<file path="src/rtl/pru_pkg.sv">
// Shared types and constants for the pixel replication upscaler.
// Used by pru_front, pru_back and pixel_replication_upscaler_top; no dependencies.
package pru_pkg;

  localparam int SCALE_W = 7;
  localparam int SRCW_W  = 11;
  localparam int SRCH_W  = 16;
  localparam int PIX_W   = 24;
  localparam int ADDR_W  = 4;
  localparam int DATA_W  = 32;

  localparam logic [SCALE_W-1:0] SCALE_MAX = 7'd100;

  // Output queue between the front and back parts
  localparam int QDEPTH  = 4;
  localparam int QPTR_W  = 2;
  localparam int QCNT_W  = 3;

  localparam logic OP_LOAD = 1'b0;
  localparam logic OP_PULL = 1'b1;

  // Register indexes (byte address = 4 * index)
  localparam logic [1:0] REG_SCALE      = 2'd0;
  localparam logic [1:0] REG_SRC_WIDTH  = 2'd1;
  localparam logic [1:0] REG_SRC_HEIGHT = 2'd2;

  typedef enum logic [1:0] {
    ST_LOADED    = 2'd0,
    ST_PIXEL     = 2'd1,
    ST_NOT_READY = 2'd2,
    ST_BUSY      = 2'd3
  } status_e;

  typedef struct packed {
    logic [SCALE_W-1:0] scale;
    logic [SRCW_W-1:0]  src_width;
    logic [SRCH_W-1:0]  src_height;
  } cfg_t;

  // Classified item handed from the front part to the back part
  typedef struct packed {
    status_e    status;
    logic       pix_en;
    logic [1:0] pad_bytes;
    logic       row_end;
    logic       frame_end;
  } cmd_t;

  // Padding bytes: (width * scale) mod 4, only the low two bits matter
  function automatic logic [1:0] pad_of(input logic [1:0] w_lo, input logic [1:0] s_lo);
    logic [3:0] prod;
    prod = {2'b00, w_lo} * {2'b00, s_lo};
    return prod[1:0];
  endfunction

endpackage

</file>
<file path="src/rtl/pru_front.sv">
// Front part: accepts items, runs the load/pull counters, drives the line buffer
// ports and registers one classified command per item. Depends on pru_pkg.
module pru_front #(
  parameter int MAX_WIDTH = 1024
) (
  input  logic                          clk_i,
  input  logic                          rst_ni,
  input  pru_pkg::cfg_t                 cfg_i,
  input  logic                          in_valid_i,
  output logic                          in_stall_o,
  input  logic                          operation_i,
  input  logic [pru_pkg::PIX_W-1:0]     pixel_in_i,
  input  logic [pru_pkg::QCNT_W-1:0]    q_level_i,
  output logic                          cmd_valid_o,
  output pru_pkg::cmd_t                 cmd_o,
  output logic                          ram_we_o,
  output logic [(MAX_WIDTH > 1 ? $clog2(MAX_WIDTH) : 1)-1:0] ram_waddr_o,
  output logic [pru_pkg::PIX_W-1:0]     ram_wdata_o,
  output logic                          ram_re_o,
  output logic [(MAX_WIDTH > 1 ? $clog2(MAX_WIDTH) : 1)-1:0] ram_raddr_o
);

  localparam int AW = (MAX_WIDTH > 1) ? $clog2(MAX_WIDTH) : 1;
  localparam int CW = $clog2(MAX_WIDTH + 1);
  localparam int WW = (CW > pru_pkg::SRCW_W) ? CW : pru_pkg::SRCW_W;
  localparam int SW = pru_pkg::SCALE_W;
  localparam int HW = pru_pkg::SRCH_W;

  logic                 accept;
  logic [WW-1:0]        eff_w;
  logic [WW-1:0]        wide_w;
  logic [SW-1:0]        eff_s;
  logic [HW:0]          eff_h;
  logic [pru_pkg::QCNT_W:0] occupancy;

  logic [AW-1:0] load_cnt_q, load_cnt_d;
  logic          row_ready_q, row_ready_d;
  logic [AW-1:0] col_q, col_d;
  logic [SW-1:0] rep_q, rep_d;
  logic [SW-1:0] rrep_q, rrep_d;
  logic [HW-1:0] rows_q, rows_d;
  logic          cmd_valid_q;
  pru_pkg::cmd_t cmd_q, cmd_d;

  logic [WW-1:0] load_nxt;
  logic [WW-1:0] col_inc;
  logic [WW-1:0] col_mid;
  logic [SW-1:0] rep_inc;
  logic [SW-1:0] rrep_inc;
  logic [HW:0]   rows_inc;

  // Room is counted against queue entries plus the command in flight
  assign occupancy  = {1'b0, q_level_i} + {{pru_pkg::QCNT_W{1'b0}}, cmd_valid_q};
  assign in_stall_o = (occupancy >= (pru_pkg::QCNT_W+1)'(pru_pkg::QDEPTH));
  assign accept     = in_valid_i & ~in_stall_o;

  assign wide_w = WW'(cfg_i.src_width);
  always_comb begin
    if (cfg_i.src_width == '0) begin
      eff_w = WW'(1);
    end else if (wide_w > WW'(MAX_WIDTH)) begin
      eff_w = WW'(MAX_WIDTH);
    end else begin
      eff_w = wide_w;
    end
    if (cfg_i.scale == '0) begin
      eff_s = SW'(1);
    end else if (cfg_i.scale > pru_pkg::SCALE_MAX) begin
      eff_s = pru_pkg::SCALE_MAX;
    end else begin
      eff_s = cfg_i.scale;
    end
    eff_h = (cfg_i.src_height == '0) ? (HW+1)'(1) : {1'b0, cfg_i.src_height};
  end

  assign load_nxt = WW'(load_cnt_q) + WW'(1);
  assign col_inc  = WW'(col_q) + WW'(1);
  assign rep_inc  = rep_q + SW'(1);
  assign rrep_inc = rrep_q + SW'(1);
  assign rows_inc = {1'b0, rows_q} + (HW+1)'(1);
  assign col_mid  = (rep_inc >= eff_s) ? col_inc : WW'(col_q);

  always_comb begin
    load_cnt_d  = load_cnt_q;
    row_ready_d = row_ready_q;
    col_d       = col_q;
    rep_d       = rep_q;
    rrep_d      = rrep_q;
    rows_d      = rows_q;
    cmd_d       = '{status: pru_pkg::ST_LOADED, pix_en: 1'b0, pad_bytes: 2'b00,
                    row_end: 1'b0, frame_end: 1'b0};
    if (operation_i == pru_pkg::OP_LOAD) begin
      if (row_ready_q) begin
        cmd_d.status = pru_pkg::ST_BUSY;
      end else if (load_nxt >= eff_w) begin
        load_cnt_d  = '0;
        row_ready_d = 1'b1;
        col_d       = '0;
        rep_d       = '0;
        rrep_d      = '0;
      end else begin
        load_cnt_d  = load_nxt[AW-1:0];
      end
    end else if (!row_ready_q) begin
      cmd_d.status = pru_pkg::ST_NOT_READY;
    end else begin
      cmd_d.status = pru_pkg::ST_PIXEL;
      cmd_d.pix_en = 1'b1;
      rep_d        = (rep_inc >= eff_s) ? '0 : rep_inc;
      col_d        = col_mid[AW-1:0];
      if (col_mid >= eff_w) begin
        // last pixel of this output row
        col_d           = '0;
        rep_d           = '0;
        cmd_d.row_end   = 1'b1;
        cmd_d.pad_bytes = pru_pkg::pad_of(eff_w[1:0], eff_s[1:0]);
        rrep_d          = rrep_inc;
        if (rrep_inc >= eff_s) begin
          rrep_d      = '0;
          row_ready_d = 1'b0;
          rows_d      = rows_inc[HW-1:0];
          if (rows_inc >= eff_h) begin
            rows_d          = '0;
            cmd_d.frame_end = 1'b1;
          end
        end
      end
    end
  end

  always_ff @(posedge clk_i or negedge rst_ni) begin
    if (!rst_ni) begin
      load_cnt_q  <= '0;
      row_ready_q <= 1'b0;
      col_q       <= '0;
      rep_q       <= '0;
      rrep_q      <= '0;
      rows_q      <= '0;
      cmd_valid_q <= 1'b0;
    end else begin
      cmd_valid_q <= accept;
      if (accept) begin
        load_cnt_q  <= load_cnt_d;
        row_ready_q <= row_ready_d;
        col_q       <= col_d;
        rep_q       <= rep_d;
        rrep_q      <= rrep_d;
        rows_q      <= rows_d;
      end
    end
  end

  always_ff @(posedge clk_i) begin
    if (accept) begin
      cmd_q <= cmd_d;
    end
  end

  assign cmd_valid_o = cmd_valid_q;
  assign cmd_o       = cmd_q;

  assign ram_we_o    = accept & (operation_i == pru_pkg::OP_LOAD) & ~row_ready_q;
  assign ram_waddr_o = load_cnt_q;
  assign ram_wdata_o = pixel_in_i;
  assign ram_re_o    = accept & (operation_i == pru_pkg::OP_PULL) & row_ready_q;
  assign ram_raddr_o = col_q;

endmodule

</file>
<file path="config.mk">
export PLATFORM = sky130hd
export DESIGN_NAME = pru_front
export DESIGN_NICKNAME = d
export VERILOG_FILES = /design/src/rtl/pru_pkg.sv /design/src/rtl/pru_front.sv
export SDC_FILE = /design/constraint.sdc
export NUM_CORES = 1
export LEC_CHECK = 0
export ABC_AREA = 1
export BUFFER_PORTS_ARGS = -buffer_cell sky130_fd_sc_hd__buf_2
export CAP_MARGIN = 20
export CORE_ASPECT_RATIO = 0.5
export CORE_MARGIN = 3
export CORE_UTILIZATION = 56
export DETAILED_ROUTE_END_ITERATION = 12
export PLACE_DENSITY = 0.82
export SLEW_MARGIN = 10
export SYNTH_ARGS = -nofsm -noshare
export SYNTH_HDL_FRONTEND = slang
export SYNTH_SLANG_ARGS = --single-unit
export TNS_END_PERCENT = 20
</file>
<file path="constraint.sdc">
create_clock -name clk_i -period 3.95 [get_ports clk_i]
set_input_delay 0.1975 -clock clk_i [delete_from_list [all_inputs] [get_ports clk_i]]
set_output_delay 0.1975 -clock clk_i [all_outputs]
set_load 0.01 [all_outputs]
</file>
# Yosys cells after proc, flatten, opt, wreduce, memory -nomap -nowiden

Cells that the tools add are included.

Equal/unequal tests: 3
Add/subtract/negate cells: 6
Reduce and logical (&&, ||, !) cells: 11
Divide/modulo/power cells: 0
Mux-type cells: 36
$lt $le $gt $ge: 8
Shift operators: 0
Multiply operators: 1
Bitwise operators: 8

Operators with widths:

| cell                                                 | count |
|---|---|
| two-way mux 7 bit                                    | 12 |
| two-way mux 10 bit                                   | 6 |
| two-way mux 11 bit                                   | 3 |
| two-way mux 16 bit                                   | 2 |
| adder 10 x 1 -> 11 bit (second input constant)       | 2 |
| >= comparator 11 bit                                 | 2 |
| adder 16 x 1 -> 17 bit (second input constant)       | 1 |
| >= comparator 17 x 16 -> 1 bit                       | 1 |
| logical NOT 16 bit                                   | 1 |
| adder 7 x 1 -> 7 bit (second input constant)         | 2 |
| >= comparator 7 bit                                  | 2 |
| > comparator 11 bit (second input constant)          | 1 |
| logical NOT 11 bit                                   | 1 |
| AND reduction 5 bit                                  | 2 |
| two-way mux 1 bit                                    | 8 |
| AND reduction 4 bit                                  | 2 |
| > comparator 7 bit (second input constant)           | 1 |
| logical NOT 7 bit                                    | 1 |
| two-way mux 2 bit                                    | 3 |
| AND reduction 3 bit                                  | 2 |
| AND 1 bit                                            | 5 |
| two-way mux 5 bit                                    | 1 |
| adder 3 x 1 -> 4 bit                                 | 1 |
| >= comparator 4 x 3 -> 1 bit (second input constant) | 1 |
| other kinds (7)                                      | 10 |

Memories: 0
Bits of input ports: 65
Bits in read-only memories: 0
Bits in writable memories: 0
Bits in registers: 59
Output and inout port bits: 55
Logic and storage cells: 85
Bits in latches: 0

# Logic depth before layout (Yosys ltp)

Depth after elaboration: 9
Depth in mapped cells: 24
Depth with buffers taken out: 23

# Least setup slack after synthesis

Ideal clock, no wire load.

Kind: reg-to-reg
Start: register rep_q[0]
End: register rows_q[14]
Setup slack: 652 ps
Clock period less this slack: 3298 ps
Data required time: 3832 ps
Path buffers: 2
Arrival: 3181 ps
Library setup time: 118 ps
Stages on the path, launching flop included: 23
Path through: dfrtp_1 ha_1 nand4_1 nor2_1 xor2_1 ha_1 a21o_1 nor2_4 nand2_4 buf_6 o21ai_0 inv_1 ha_1 nand2_1 nor2_2 nand2_1 nor2_1 nor2_2 nand2_4 nand3_2 buf_2 nand2_1 o21ai_2

Word-level cells in the longest chain between the ends: 5

RTL lines:

| element                       | RTL line         | RTL |
|---|---|---|
| start: declaration            | pru_front.sv:39  | `logic [SW-1:0] rep_q, rep_d;` |
| start signal: assignment      | pru_front.sv:146 | `rep_q <= rep_d;` |
| adder 7 x 1 -> 7 bit          | pru_front.sv:78  | `assign rep_inc = rep_q + SW'(1);` |
| >= comparator 7 bit           | pru_front.sv:81  | `assign col_mid = (rep_inc >= eff_s) ? col_inc : WW'(col_q);` |
| two-way mux 11 bit            | pru_front.sv:81  |  |
| >= comparator 11 bit          | pru_front.sv:111 | `if (col_mid >= eff_w) begin` |
| AND reduction 5 bit (no line) | n/a              |  |
| end signal: assignment        | pru_front.sv:148 | `rows_q <= rows_d;` |
| end: declaration              | pru_front.sv:41  | `logic [HW-1:0] rows_q, rows_d;` |

Every way passes these cells.
A chain may end at the register's enable or synchronous reset.

# Worst setup path in the final report

Start: register rep_q[0]
End: register rows_q[1]

Same word-level chain as after synthesis.

==> results.txt <==
failing checks = hold timing
initial core utilization = 60.2%
GRT Total Usage = 22.9%
setup total negative slack = 0 ns
share of Yosys cell area claimed by the top area cell type = 23.8%
Syn Nets = 904
top routing layer used = met4
Comb power frac = 36.6%
Startpoint Class = flip-flop
TritonRoute pass-1 iters = 5
#FFs+latches synth = 59
Layout fillers = 784
Sequential cell area = 0.00151 mm2
hold slack final = -0.0163 ns
ant diodes = 0
vias in the first global route = 4,568
vias post-DR = 5,137
worst-skew pair later-pin latency = 0.34 ns
Die Y = 75.9 um
Worst slew margin = 50.6%
hold buffer count at CTS = 0
CP required = 4.16 ns
worst-margin pin slew = 0.740 ns
setup violators final = 0
Root Driver = clkbuf_16
top_reg_cell synth = dfrtp_1
Post-DRT Antenna Nets = 0
Pleak = 3.29 nW
CP endpoint kind = flip-flop
Clk pin slew, worst setup/hold paths = 0.06 ns
Internal = 1.62 mW
total CTS buffers = 9
H-tree Lvls = 3
utilization after layout = 67.2%
Syn Inst Count = 780
wire per inst = 13.3 um
RSZ-0062 raised after global routing = true
CP cell instances = ha_1 > nand4_1 > nor2_1 > xor2_1 > ha_1 > a21o_1 > nor2_4 > nand2_4 > o21ai_0 > inv_1 > ha_1 > nand2_1 > nor2_2 > nand2_1 > nor2_1 > nor2_2 > nand2_4 > nand3_2 > nand2_1 > o21ai_1
Port Buffer Count = 71
worst hold path type = in -> async
layout cells sized above 1 = 16.5%
antenna violations before repair = 0
clock sink count = 59
number of synthesized flops with an enable pin = 7
DIE AREA = 0.0111 mm2
Final Max Tran Viols = 0
First DRT Iteration DRCs = 326
switching share of power = 38.4%
WL met1 = 6.18 mm
Synth cell types = 41
post-synthesis sequential area ratio = 27.6%
Die X = 146 um
mapped cell area = 0.00548 mm2
share of power burned in the clock network = 32.2%
total core area = 0.00910 mm2
dominant cell type by area after synthesis = dfrtp_1
largest net degree at the start of global routing = 53
DP Worst Slack = 0.0467 ns
most numerous cell in the Yosys netlist = nand2_1
clk buf depth = 2
Hold Vio Cnt, Final = 25
Reg power frac = 31.2%
hpwl dp = 9.68 mm
largest fanout on the critical path = 16
Routed Wire Length = 12.9 mm
metal2 WL = 5.86 mm
Area growth syn-to-layout = 11.6%
asr flop ratio synth = 88.1%
Post-synth top cells = nand2_1, inv_1, nand3_1, nor2_1, ha_1
RePlAce Congestion = 0.875
slowest stage cell, crit path = dfrtp_1
Psw = 1.01 mW
Min Clock Period, post-route = 3.67 ns
period utilisation layout = 93.0%
top-level I/O count = 120
Area contributors post-synth = dfrtp_1, nand2_1, ha_1
Ys Warns = 0
critical path arrival = 3.88 ns
grt total ovfl = 0
Final #Nets = 957
Mapped Avg Cell Area = 7.02 um2
critical path class = reg -> reg
Avg Vias per Cell = 5.31
power per cell area = 430 mW/mm2
DRC = 0
maximum clock rate = 272 MHz
WL met3 = 685 um
status = finished with violations
first-pass GRT wire length = 21.1 mm
skew final = 0.00711 ns
maximum vdd ir drop = 0.222 mV
CP peak stage delay = 0.40 ns
MaxCap Viol Count = 0
row count = 24
multi-input logic area = 0.00329 mm2
worst path setup slack after routing = 0.278 ns
CTS tree = yes
registers in the layout, indices dropped and copies added (netlist names):
register	count
cmd_valid_o	1
cmd_o	7
rows_q	16
ram_waddr_o	10
rrep_q	7
rep_q	7
row_ready_q	1
ram_raddr_o	10
layout by cell type, fill, tap and decap left out, types with 5 or more instances in the layout:
cell and count:
nand2_1 209, inv_1 102, buf_2 71, nand3_1 66, nor2_1 66, ha_1 59
dfrtp_1 52, o21ai_1 31, xor2_1 22, nand4_1 20, a21oi_1 18, o21ai_0 16
nor2_2 10, clkbuf_16 9, nand3_2 8, inv_2 7, edfxtp_1 7, o22ai_1 6
buf_4 6, nand2_2 5, nand3b_1 5
power by group through the flow:
stage	Combinational, mW	Clock, mW	Sequential, mW
detailed placement	0.940	0	0.829
finish	0.962	0.847	0.821
floorplan	0.681	0	0.835
CTS	0.950	0.856	0.818
global route	1.10	0.883	0.833
global placement	0.915	0	0.824
cells by family (layout without fill, tap and decap cells):
logic type	Yosys count	in the layout	synth area share, %
and+or+nand+nor	405	406	33.7
buffers and inverters	149	206	12.6
AOI/OAI and AO/OA	81	81	8.18
adders and majority gates	59	59	13.5
DFF	59	59	27.6
xor gates and xnor gates	27	27	4.46
routing by layer:
layer  vias up  GRT usage (%)
li1       2622              -
met1      2358           31.4
met2       140           37.0
met3        17           4.83
met4         0           6.06
met5         -              0
critical path, delay by kind of cell (launching register included):
family          cells  cell delay (ns)
xor+xnor            1             0.21
simple gates       12             1.61
buf+inv             1             0.08
fa+ha+maj           3             0.79
flops               1             0.40
compound gates      3             0.46
final timing paths:
| check | cells past startpoint | to | slack (ns) | start |
|---|---|---|---|---|
| max in group asynchronous | 2 | rep_q[6]$_DFFE_PN0P_ | 3.51 | rst_ni |
| min in group clk_i | 3 | cmd_valid_o$_DFF_PN0_ | 0.28 | in_valid_i |
| min reg2reg | 2 | rep_q[5]$_DFFE_PN0P_ | 0.50 | rep_q[5]$_DFFE_PN0P_ |
| max | 20 | rows_q[1]$_DFFE_PN0P_ | 0.28 | rep_q[0]$_DFFE_PN0P_ |
| max reg2reg | 20 | rows_q[1]$_DFFE_PN0P_ | 0.28 | rep_q[0]$_DFFE_PN0P_ |
| min | 2 | rows_q[13]$_DFFE_PN0P_ | -0.02 | rst_ni |
final cells by class:
type | count | share of cell area (%)
well taps | 130 | 2.66
clock inverters | 6 | 1.45
flip-flops and latches | 59 | 24.7
inverters | 113 | 6.96
multi-input cells | 573 | 53.9
repair buffers | 77 | 6.55
clock buffers | 10 | 3.75
what timing repair did:
| item | 4_1_cts | 5_1_grt |
|---|---|---|
| pin swaps | 0 | 2 |
| endpoints found under the hold margin | 0 | 0 |
| setup buffers | 0 | 4 |
| resized for setup | 1 | 1 |
| gates cloned | 0 | 1 |
| setup endpoints to repair | 2 | 32 |
per-stage QoR:
step / instances / power (mW) / cell area (um2)
3_5_place_dp: 947 / 1.77 / 5740
3_3_place_gp: 947 / 1.74 / 5740
4_1_cts: 963 / 2.62 / 6070
2_1_floorplan: 780 / 1.52 / 5480
6_report: 968 / 2.63 / 6110
5_1_grt: 968 / 2.82 / 6110
Note: power is estimated with default switching activity, not from simulation.
