==> config.mk <==
export PLATFORM = sky130hd
export DESIGN_NAME = pru_back
export DESIGN_NICKNAME = d
export VERILOG_FILES = /design/src/rtl/pru_pkg.sv /design/src/rtl/pru_back.sv
export SDC_FILE = /design/constraint.sdc
export NUM_CORES = 1
export LEC_CHECK = 0
export ABC_AREA = 1
export BUFFER_PORTS_ARGS = -buffer_cell sky130_fd_sc_hd__buf_2
export CORE_UTILIZATION = 42
export DETAILED_ROUTE_END_ITERATION = 6
export PLACE_DENSITY = 0.58
export SYNTH_ARGS = -nofsm -noshare
export SYNTH_HDL_FRONTEND = slang
export SYNTH_SLANG_ARGS = --single-unit
==> constraint.sdc <==
create_clock -name clk_i -period 4.25 [get_ports clk_i]
set_input_delay 0.425 -clock clk_i [delete_from_list [all_inputs] [get_ports clk_i]]
set_output_delay 0.425 -clock clk_i [all_outputs]
set_load 0.02 [all_outputs]
==> src/rtl/pru_pkg.sv <==
// Shared types and constants for the pixel replication upscaler.
// Used by pru_front, pru_back and pixel_replication_upscaler_top; no dependencies.
package pru_pkg;

  localparam int SCALE_W = 7;
  localparam int SRCW_W  = 11;
  localparam int SRCH_W  = 16;
  localparam int PIX_W   = 24;
  localparam int ADDR_W  = 4;
  localparam int DATA_W  = 32;

  localparam logic [SCALE_W-1:0] SCALE_MAX = 7'd100;

  // Output queue between the front and back parts
  localparam int QDEPTH  = 4;
  localparam int QPTR_W  = 2;
  localparam int QCNT_W  = 3;

  localparam logic OP_LOAD = 1'b0;
  localparam logic OP_PULL = 1'b1;

  // Register indexes (byte address = 4 * index)
  localparam logic [1:0] REG_SCALE      = 2'd0;
  localparam logic [1:0] REG_SRC_WIDTH  = 2'd1;
  localparam logic [1:0] REG_SRC_HEIGHT = 2'd2;

  typedef enum logic [1:0] {
    ST_LOADED    = 2'd0,
    ST_PIXEL     = 2'd1,
    ST_NOT_READY = 2'd2,
    ST_BUSY      = 2'd3
  } status_e;

  typedef struct packed {
    logic [SCALE_W-1:0] scale;
    logic [SRCW_W-1:0]  src_width;
    logic [SRCH_W-1:0]  src_height;
  } cfg_t;

  // Classified item handed from the front part to the back part
  typedef struct packed {
    status_e    status;
    logic       pix_en;
    logic [1:0] pad_bytes;
    logic       row_end;
    logic       frame_end;
  } cmd_t;

  // Padding bytes: (width * scale) mod 4, only the low two bits matter
  function automatic logic [1:0] pad_of(input logic [1:0] w_lo, input logic [1:0] s_lo);
    logic [3:0] prod;
    prod = {2'b00, w_lo} * {2'b00, s_lo};
    return prod[1:0];
  endfunction

endpackage

==> src/rtl/pru_back.sv <==
// Back part: joins each command with its line buffer data and queues the
// finished result items toward the output channel. Depends on pru_pkg.
module pru_back (
  input  logic                       clk_i,
  input  logic                       rst_ni,
  input  logic                       cmd_valid_i,
  input  pru_pkg::cmd_t              cmd_i,
  input  logic [pru_pkg::PIX_W-1:0]  rdata_i,
  output logic [pru_pkg::QCNT_W-1:0] q_level_o,
  output logic                       out_valid_o,
  input  logic                       out_stall_i,
  output logic [1:0]                 status_o,
  output logic [pru_pkg::PIX_W-1:0]  pixel_out_o,
  output logic [1:0]                 pad_bytes_o,
  output logic                       row_end_o,
  output logic                       frame_end_o
);

  pru_pkg::cmd_t              cmd_mem [pru_pkg::QDEPTH];
  logic [pru_pkg::PIX_W-1:0]  pix_mem [pru_pkg::QDEPTH];
  logic [pru_pkg::QPTR_W-1:0] wptr_q, rptr_q;
  logic [pru_pkg::QCNT_W-1:0] cnt_q, cnt_d;
  logic                       pop;
  pru_pkg::cmd_t              head;

  assign pop   = out_valid_o & ~out_stall_i;
  assign cnt_d = cnt_q + pru_pkg::QCNT_W'(cmd_valid_i) - pru_pkg::QCNT_W'(pop);

  always_ff @(posedge clk_i or negedge rst_ni) begin
    if (!rst_ni) begin
      wptr_q <= '0;
      rptr_q <= '0;
      cnt_q  <= '0;
    end else begin
      cnt_q <= cnt_d;
      if (cmd_valid_i) begin
        wptr_q <= wptr_q + pru_pkg::QPTR_W'(1);
      end
      if (pop) begin
        rptr_q <= rptr_q + pru_pkg::QPTR_W'(1);
      end
    end
  end

  // Front never pushes into a full queue, so no full check here
  always_ff @(posedge clk_i) begin
    if (cmd_valid_i) begin
      cmd_mem[wptr_q] <= cmd_i;
      pix_mem[wptr_q] <= cmd_i.pix_en ? rdata_i : '0;
    end
  end

  assign head        = cmd_mem[rptr_q];
  assign q_level_o   = cnt_q;
  assign out_valid_o = (cnt_q != '0);
  assign status_o    = head.status;
  assign pixel_out_o = pix_mem[rptr_q];
  assign pad_bytes_o = head.pad_bytes;
  assign row_end_o   = head.row_end;
  assign frame_end_o = head.frame_end;

endmodule

# [Yosys cells after proc, flatten, opt, wreduce, memory -nomap -nowiden]
# Memories as Yosys holds them, arrays and structs flattened.
# Cells that the tools add are included.
[totals] wordCells=15 n_memories=2 in_bits=35 mem_bits_rw=124 out_inout_bits=34 reg_bits=7
[memory_table] name="pix_mem" depth=4 word_bits=24 rd=1 rd_ports_with_merged_regs=0 wr=1 line_no="pru_back.sv:20" text="logic [pru_pkg::PIX_W-1:0] pix_mem [pru_pkg::QDEPTH];"
[memory_table] name="cmd_mem" depth=4 word_bits=7 rd=1 rd_ports_with_merged_regs=0 wr=1 line_no="pru_back.sv:19" text="pru_pkg::cmd_t cmd_mem [pru_pkg::QDEPTH];"
[classes] bitwise_logic=2 reduce_logical=1 n_addsub=4 mux=3
[ops] op="$mux W24" n=1
[ops] op="$add A2 B1 Y2 const B" n=2
[ops] op="$add A3 B1 Y3" n=1
[ops] op="$reduce_bool A3 Y1" n=1
[ops] op="$sub A3 B1 Y3" n=1
[ops] op="$mux W1" n=2
[ops] op="$and A1 B1 Y1" n=1
[ops] op="$not A1 Y1" n=1

# [Logic depth before layout (Yosys ltp)]
# Gate-level depths: netlist of the first run.
[logic_depth] ltp_word=3 mapped_depth=11 ltp_nobuf=11

# [Worst setup path before layout of the first run]
# Ideal clock, no wire load.
[synth_path] path_kind="register -> register" start="reg cnt_q (netlist bit q_level_o[1])" end="reg cnt_q (netlist bit q_level_o[2])" t_required_ns=4.133 arrival_ns=2.053 path_stages_with_launch=12 setup_slack_ns=2.080 n_path_buf=0 period_less_slack_ns=2.170 setup_time_ns=0.117 path_cell_list="dfrtp_1 nor2_1 nand2_1 nand2_1 inv_1 ha_1 inv_1 ha_1 fa_1 xor2_1 nand2_1 nand2_1"
[synth_via] elab_chain_len=3 word_cells_on_any_way=4 cone_classes="add/sub: 2; bitwise: 1; reduce/logical: 1"
[synth_rtl] element="start, declared" line_no="pru_back.sv:22" text="logic [pru_pkg::QCNT_W-1:0] cnt_q, cnt_d;"
[synth_rtl] element="start signal, assigned" line_no="pru_back.sv:35" text="cnt_q <= cnt_d;"
[synth_rtl] element="$reduce_bool A3 Y1" line_no="pru_back.sv:55" text="assign out_valid_o = (cnt_q != '0);"
[synth_rtl] element="named net out_valid_o" line_no="pru_back.sv:10" text="output logic out_valid_o,"
[synth_rtl] element="$and A1 B1 Y1" line_no="pru_back.sv:26" text="assign pop = out_valid_o & ~out_stall_i;"
[synth_rtl] element="named net pop" line_no="pru_back.sv:23" text="logic pop;"
[synth_rtl] element="$sub A3 B1 Y3" line_no="pru_back.sv:27" text="assign cnt_d = cnt_q + pru_pkg::QCNT_W'(cmd_valid_i) - pru_pkg::QCNT_W'(pop);"
[synth_rtl] element="named net cnt_d (one bit)" line_no="pru_back.sv:22"
# The timed path passes the listed nets, and every way through them passes these cells.
# A chain may end at the register's enable or synchronous reset.

# [Final worst setup path of the first run]
[layout_path] start="reg rptr_q[0] in the netlist's numbering" end="out pixel_out_o[13] in the netlist's numbering"
[layout_via] elab_chain_len=1
[layout_rtl] element="start, declared" line_no="pru_back.sv:21" text="logic [pru_pkg::QPTR_W-1:0] wptr_q, rptr_q;"
[layout_rtl] element="start signal, assigned" line_no="pru_back.sv:40" text="rptr_q <= rptr_q + pru_pkg::QPTR_W'(1);"
[layout_rtl] element="$mem_v2 Z4 W24"
[layout_rtl] element="end, declared" line_no="pru_back.sv:13" text="output logic [pru_pkg::PIX_W-1:0] pixel_out_o,"
# Every way passes these cells.

==> results of run 1 <==
-- per-layer routing --
metal,wire (um),share of wire,vias up,track usage
li1,-,-,1700,-
met1,4780,0.47,1546,0.225
met2,4830,0.47,70,0.265
met3,388,0.038,13,0.0487
met4,178,0.017,0,0.0857
met5,0,0,-,0
-- worst min-delay path by stage --
stage	depth (start not counted)	from	slack [ps]	to
final	1	cmd_i[6]	240	cmd_mem[3][6]
after global routing	1	cmd_i[6]	230	cmd_mem[1][6]
after CTS	1	cmd_i[6]	230	cmd_mem[0][6]
after floorplan	0	rst_ni	130	q_level_o[0]
after global placement	1	rst_ni	270	q_level_o[0]
after detailed placement	1	rst_ni	270	wptr_q[0]
-- through the flow --
stage / instances / setup slack (ps) / hold WS (ps)
2_1_floorplan: 482 / 2080 / 129
3_3_place_gp: 702 / 2150 / 266
3_5_place_dp: 702 / 2140 / 271
4_1_cts: 733 / 1670 / 226
5_1_grt: 733 / 1490 / 229
6_report: 733 / 1740 / 236
-- where the power goes --
group	leakage [nW]	total [mW]	switching [mW]	internal (mW)
registers	1.20	1.73	0.0715	1.65
logic	1.34	1.56	1.11	0.456
clock network	0.250	1.27	0.489	0.780
-- kinds of logic after synthesis --
logic type / share of synthesized area
AOI/OAI and AO/OA: 0.0573
buffers and inverters: 0.0744
adders and majority gates: 0.0178
DFF: 0.709
xor gates and xnor gates: 0.00493
and+or+nand+nor: 0.136
-- synth_stat cells, drive strengths merged --
cell type,number
buf,16
clkbuf,6
dfrtp,7
edfxtp,120
fa,1
ha,6
inv,69
nand2,129
nand3,2
nor2,62
o21ai,61
xnor2,1
xor2,2
-- sequential cells by signal, summed over array words and instances (netlist names) --
name,count
rptr_q,2
wptr_q,2
q_level_o,3
pix_mem,96
cmd_mem,24
-- critical path: stages (launching register included) --
cell and delay (ps):
dfrtp_2 350, buf_4 680, o21ai_0 260, nand2_1 120, nand2_1 80, buf_2 160
-- layout make-up --
class | instances | area [um^2] | area share
Sequential cell | 127 | 3780 | 0.599
Tap cell | 168 | 210 | 0.0333
Multi-Input combinational cell | 264 | 1150 | 0.183
Timing Repair Buffer | 75 | 395 | 0.0627
Inverter | 69 | 259 | 0.0411
Clock buffer | 19 | 433 | 0.0686
Clock inverter | 11 | 76.3 | 0.0121
==> run metrics, run 1 <==
Rel. slew slack=0.284; total wire length=10200 um; Least-Margin Pin Slew=1070 ps; largest net degree at the start of global routing=92; setup TNS=0 ps; Post-Syn Nets=524; setup violators final=0; Initial Utilization=0.436; port bufs=68; Synth warnings=0; post-synth top area cell=edfxtp_1; first-pass GRT wire length=16300 um; Die H=115 um; Initial DRC Count=202; Critical R2R Launch=wptr_q[0]; # rows=40; Crit path required time=3830 ps; critical path arrival=2080 ps; antenna fix cells=0; vias in the first global route=3189; RSZ-0062 raised after global routing=no; CTS tree=done; GRT Overall Usage=0.172; nets@finish=596; Final Hold Viols=0; crit start category=flip-flop; synth top area cells=edfxtp_1 (68%), nand2_1 (9.1%), o21ai_0 (4.9%); via count=3329; Max-Cap Viols=0; post-route ant nets=0; # fillers=1118; Reg2Reg Setup Slack=2180 ps; Finished Core Util=0.516; H-tree depth=4; cell area after placement=0.00579 mm^2; Tmin final=2510 ps; post-synth cell types=19; Synth-to-Final Area Change=18.4%; die area=0.0131 mm^2; commonest non-fill, non-tap cells in the layout=nand2_1 (129), edfxtp_1 (120), inv_1 (68), buf_2 (68), nor2_1 (62); Tot Pwr=4.56 mW; Max Root-Sink Buffers=2; Post-CTS Setup Bufs=0; Setup crit end kind=output pin; antenna violations before repair=0; Pre-antenna DRT Iters=4; CTS clk-pin slew, worst paths=50 ps; run status=completed; CTS root buf=clkbuf_16; Clock Latency Late Sink=410 ps; RR Endpoint=cmd_mem[2][1]; Fmax achieved=399 MHz; Worst VDD drop=0.000336 V; I/O pin cnt=69; area of the mapped netlist=0.00533 mm^2; die span in x=115 um; Critical Path End=pixel_out_o[13]; layout cells sized above 1=0.175; area share of the largest cell type after synthesis=0.676; syn_area_per_cell=11.1 um^2; gpl congestion=0.676; GRT overflow=0; Core ar.=0.0122 mm^2; DP HPWL=5820 um; Final Max Tran Viols=0; # hold bufs at CTS=1; register area share after synthesis=0.709; Reg2Reg Depth=5; power per standard cell area=722 mW/mm^2; post-DR vias/cell=4.54; fin area=0.00631 mm^2; Static Leakage=2.80 nW; Setup crit start=rptr_q[0]; drc violations=0; PostCTS Resize Cnt=0; Hold WC Path Type=in2reg; worst-path maximum fanout=91; Crit Path Class=reg2out; Final Cycle Share=0.590; clock sinks=127; FF+latch count, synth=127; routed length per instance=13.9 um; Syn Inst Count=482; CTS Buf Count=17; skew final=7.96 ps; most common cell after layout, fill and taps aside=nand2_1
Note: power is estimated with default switching activity, not from simulation.
==> run 2: changes to the inputs <==
==> constraint.sdc (replaced) <==
create_clock -name clk_i -period 2.6 [get_ports clk_i]
set_input_delay 0.26 -clock clk_i [delete_from_list [all_inputs] [get_ports clk_i]]
set_output_delay 0.26 -clock clk_i [all_outputs]
set_load 0.02 [all_outputs]
==> run metrics, run 2 (synthesized netlist as in run 1, its figures left out) <==
Tmin final=2090 ps; Static Leakage=2.82 nW (+0.77%); # fillers=1107 (-0.98%); Seq. cell area=0.00378 mm^2 (unchanged); PostCTS Resize Cnt=0 (unchanged); layout cells sized above 1=0.175 (unchanged); # rows=40 (unchanged); max reg flops=96 (unchanged); metal2 WL=5000 um (+3.6%); Rel. slew slack=0.612 (+0.328); smallest hold slack=67.9 ps (-168 ps); Multi-input gate area=0.00115 mm^2 (unchanged); pre-CTS setup slack=551 ps (-1590 ps); P_int=4.79 mW (+66%); Crit path required time=2340 ps (-1490 ps); total wire length=10200 um (+0.28%); GRT overflow=0 (unchanged); CTS clk-pin slew, worst paths=50 ps (about the same); setup TNS=0 ps (unchanged); I/O pin cnt=69 (unchanged); RSZ-0062 raised after global routing=no; Initial Utilization=0.436 (unchanged); routed length per instance=13.9 um (+0.28%); Synth-to-Final Area Change=19.4%; Hold WC Path Type=in2reg; Setup crit end kind=output pin; vias in the first global route=3369 (+5.6%); top routing layer in use=met4; nets@finish=600 (+0.67%); via count=3308 (-0.63%); post-route ant nets=0 (unchanged); Post-CTS Setup Bufs=0 (unchanged); Fmax achieved=479 MHz; largest net degree at the start of global routing=56 (-39%); Max-Cap Viols=0 (unchanged); setup violators final=0 (unchanged); fin area=0.00636 mm^2 (+0.91%); port bufs=68 (unchanged); power per standard cell area=1180 mW/mm^2 (+63%); Die H=115 um (unchanged); first-pass GRT wire length=16800 um (+3.3%); H-tree depth=4 (unchanged); Flop pwr share=0.377 (-0.002); die area=0.0131 mm^2 (unchanged); most common cell after layout, fill and taps aside=nand2_1; met1 wire length=4570 um (-4.4%); Most flops, register=pix_mem; drc violations=0 (unchanged); antenna violations before repair=0 (unchanged); wire length on met3=456 um (+18%); clock sinks=127 (unchanged); Tot Pwr=7.49 mW (+64%); Max Root-Sink Buffers=2 (unchanged); die span in x=115 um (unchanged); antenna fix cells=0 (unchanged); critical path arrival=1830 ps (-250 ps); Final Cycle Share=0.803; cell area after placement=0.00587 mm^2 (+1.4%); gpl congestion=0.707 (+4.5%); Logic pwr share=0.354 (+0.011); CTS Buf Count=17 (unchanged); crit start category=flip-flop; Pre-antenna DRT Iters=4 (unchanged); Core ar.=0.0122 mm^2 (unchanged); switching part of the total=0.361 (-0.00505); run status=completed; post-DR vias/cell=4.51 (-0.63%); commonest non-fill, non-tap cells in the layout=nand2_1 (129), edfxtp_1 (120), inv_1 (68), buf_2 (68), nor2_1 (62); Final Max Tran Viols=0 (unchanged); Initial DRC Count=211 (+4.5%); GRT Overall Usage=0.177 (+0.00497); final setup margin=513 ps (-1230 ps); Clock Latency Late Sink=410 ps (about the same); DP HPWL=5990 um (+3.0%); worst-path maximum fanout=55 (-40%); Final Hold Viols=0 (unchanged); Worst VDD drop=0.000505 V (+50%); CTS tree=done; Net Switching=2.70 mW (+62%); Crit Path Class=reg2out; clock network power share=0.269 (-0.009); skew final=6.01 ps (-1.95 ps); Least-Margin Pin Slew=581 ps (-492 ps); CTS root buf=clkbuf_16
## run 2: cell count changes in the layout (fill, tap and decap cells not counted), sizes merged
cell and change:
clkinvlp -1, clkinv -5, buf +4, clkbuf +2
## run 2: worst max-delay path, stage by stage (launching register included)
cell and delay (ps):
dfrtp_2 360, buf_4 450, nor2_1 100, nor2_1 90, o21ai_0 80, nand2_1 110
buf_2 180
## run 2: stage by stage
| stage | std cells | util |
|---|---|---|
| 6_report | 733 | 0.521 |
| 2_1_floorplan | 482 | - |
| 5_1_grt | 733 | 0.521 |
| 3_3_place_gp | 706 | 0.481 |
| 3_5_place_dp | 706 | 0.481 |
| 4_1_cts | 733 | 0.521 |
## run 2: area by class of cell
class,instances,area share
Clock buffer,21,0.0692
Clock inverter,5,0.00727
Inverter,69,0.0407
Multi-Input combinational cell,264,0.181
Sequential cell,127,0.594
Tap cell,168,0.0330
Timing Repair Buffer,79,0.0747
## run 2: metal layers
layer / vias up / track usage
met5: - / 0
met4: 0 / 0.0762
met3: 14 / 0.0614
met2: 61 / 0.295
met1: 1529 / 0.209
li1: 1704 / -
## run 2: power by group through the flow
stage / registers (mW) / logic [mW] / clock network (mW)
2_1_floorplan: 2.87 / 1.85 / 0
3_3_place_gp: 2.84 / 2.67 / 0
3_5_place_dp: 2.86 / 2.71 / 0
4_1_cts: 2.82 / 2.72 / 2.05
5_1_grt: 2.85 / 3.00 / 2.16
6_report: 2.82 / 2.65 / 2.02
## run 2: path summary, 6_finish.rpt
path,from,to,slack (ps),cells past startpoint
max,rptr_q[0],pixel_out_o[13],510,6
min,cmd_i[6],cmd_mem[3][6],70,1
max reg2reg,q_level_o[1],q_level_o[2],550,11
min reg2reg,rptr_q[1],rptr_q[1],490,2
min in group asynchronous,rst_ni,q_level_o[0],210,2
max in group asynchronous,rst_ni,rptr_q[0],2210,2
## run 2: timing repair
item,in CTS,in global routing
hold endpoints to repair,7,0
endpoints found under the setup margin,0,0
hold buffers,1,0
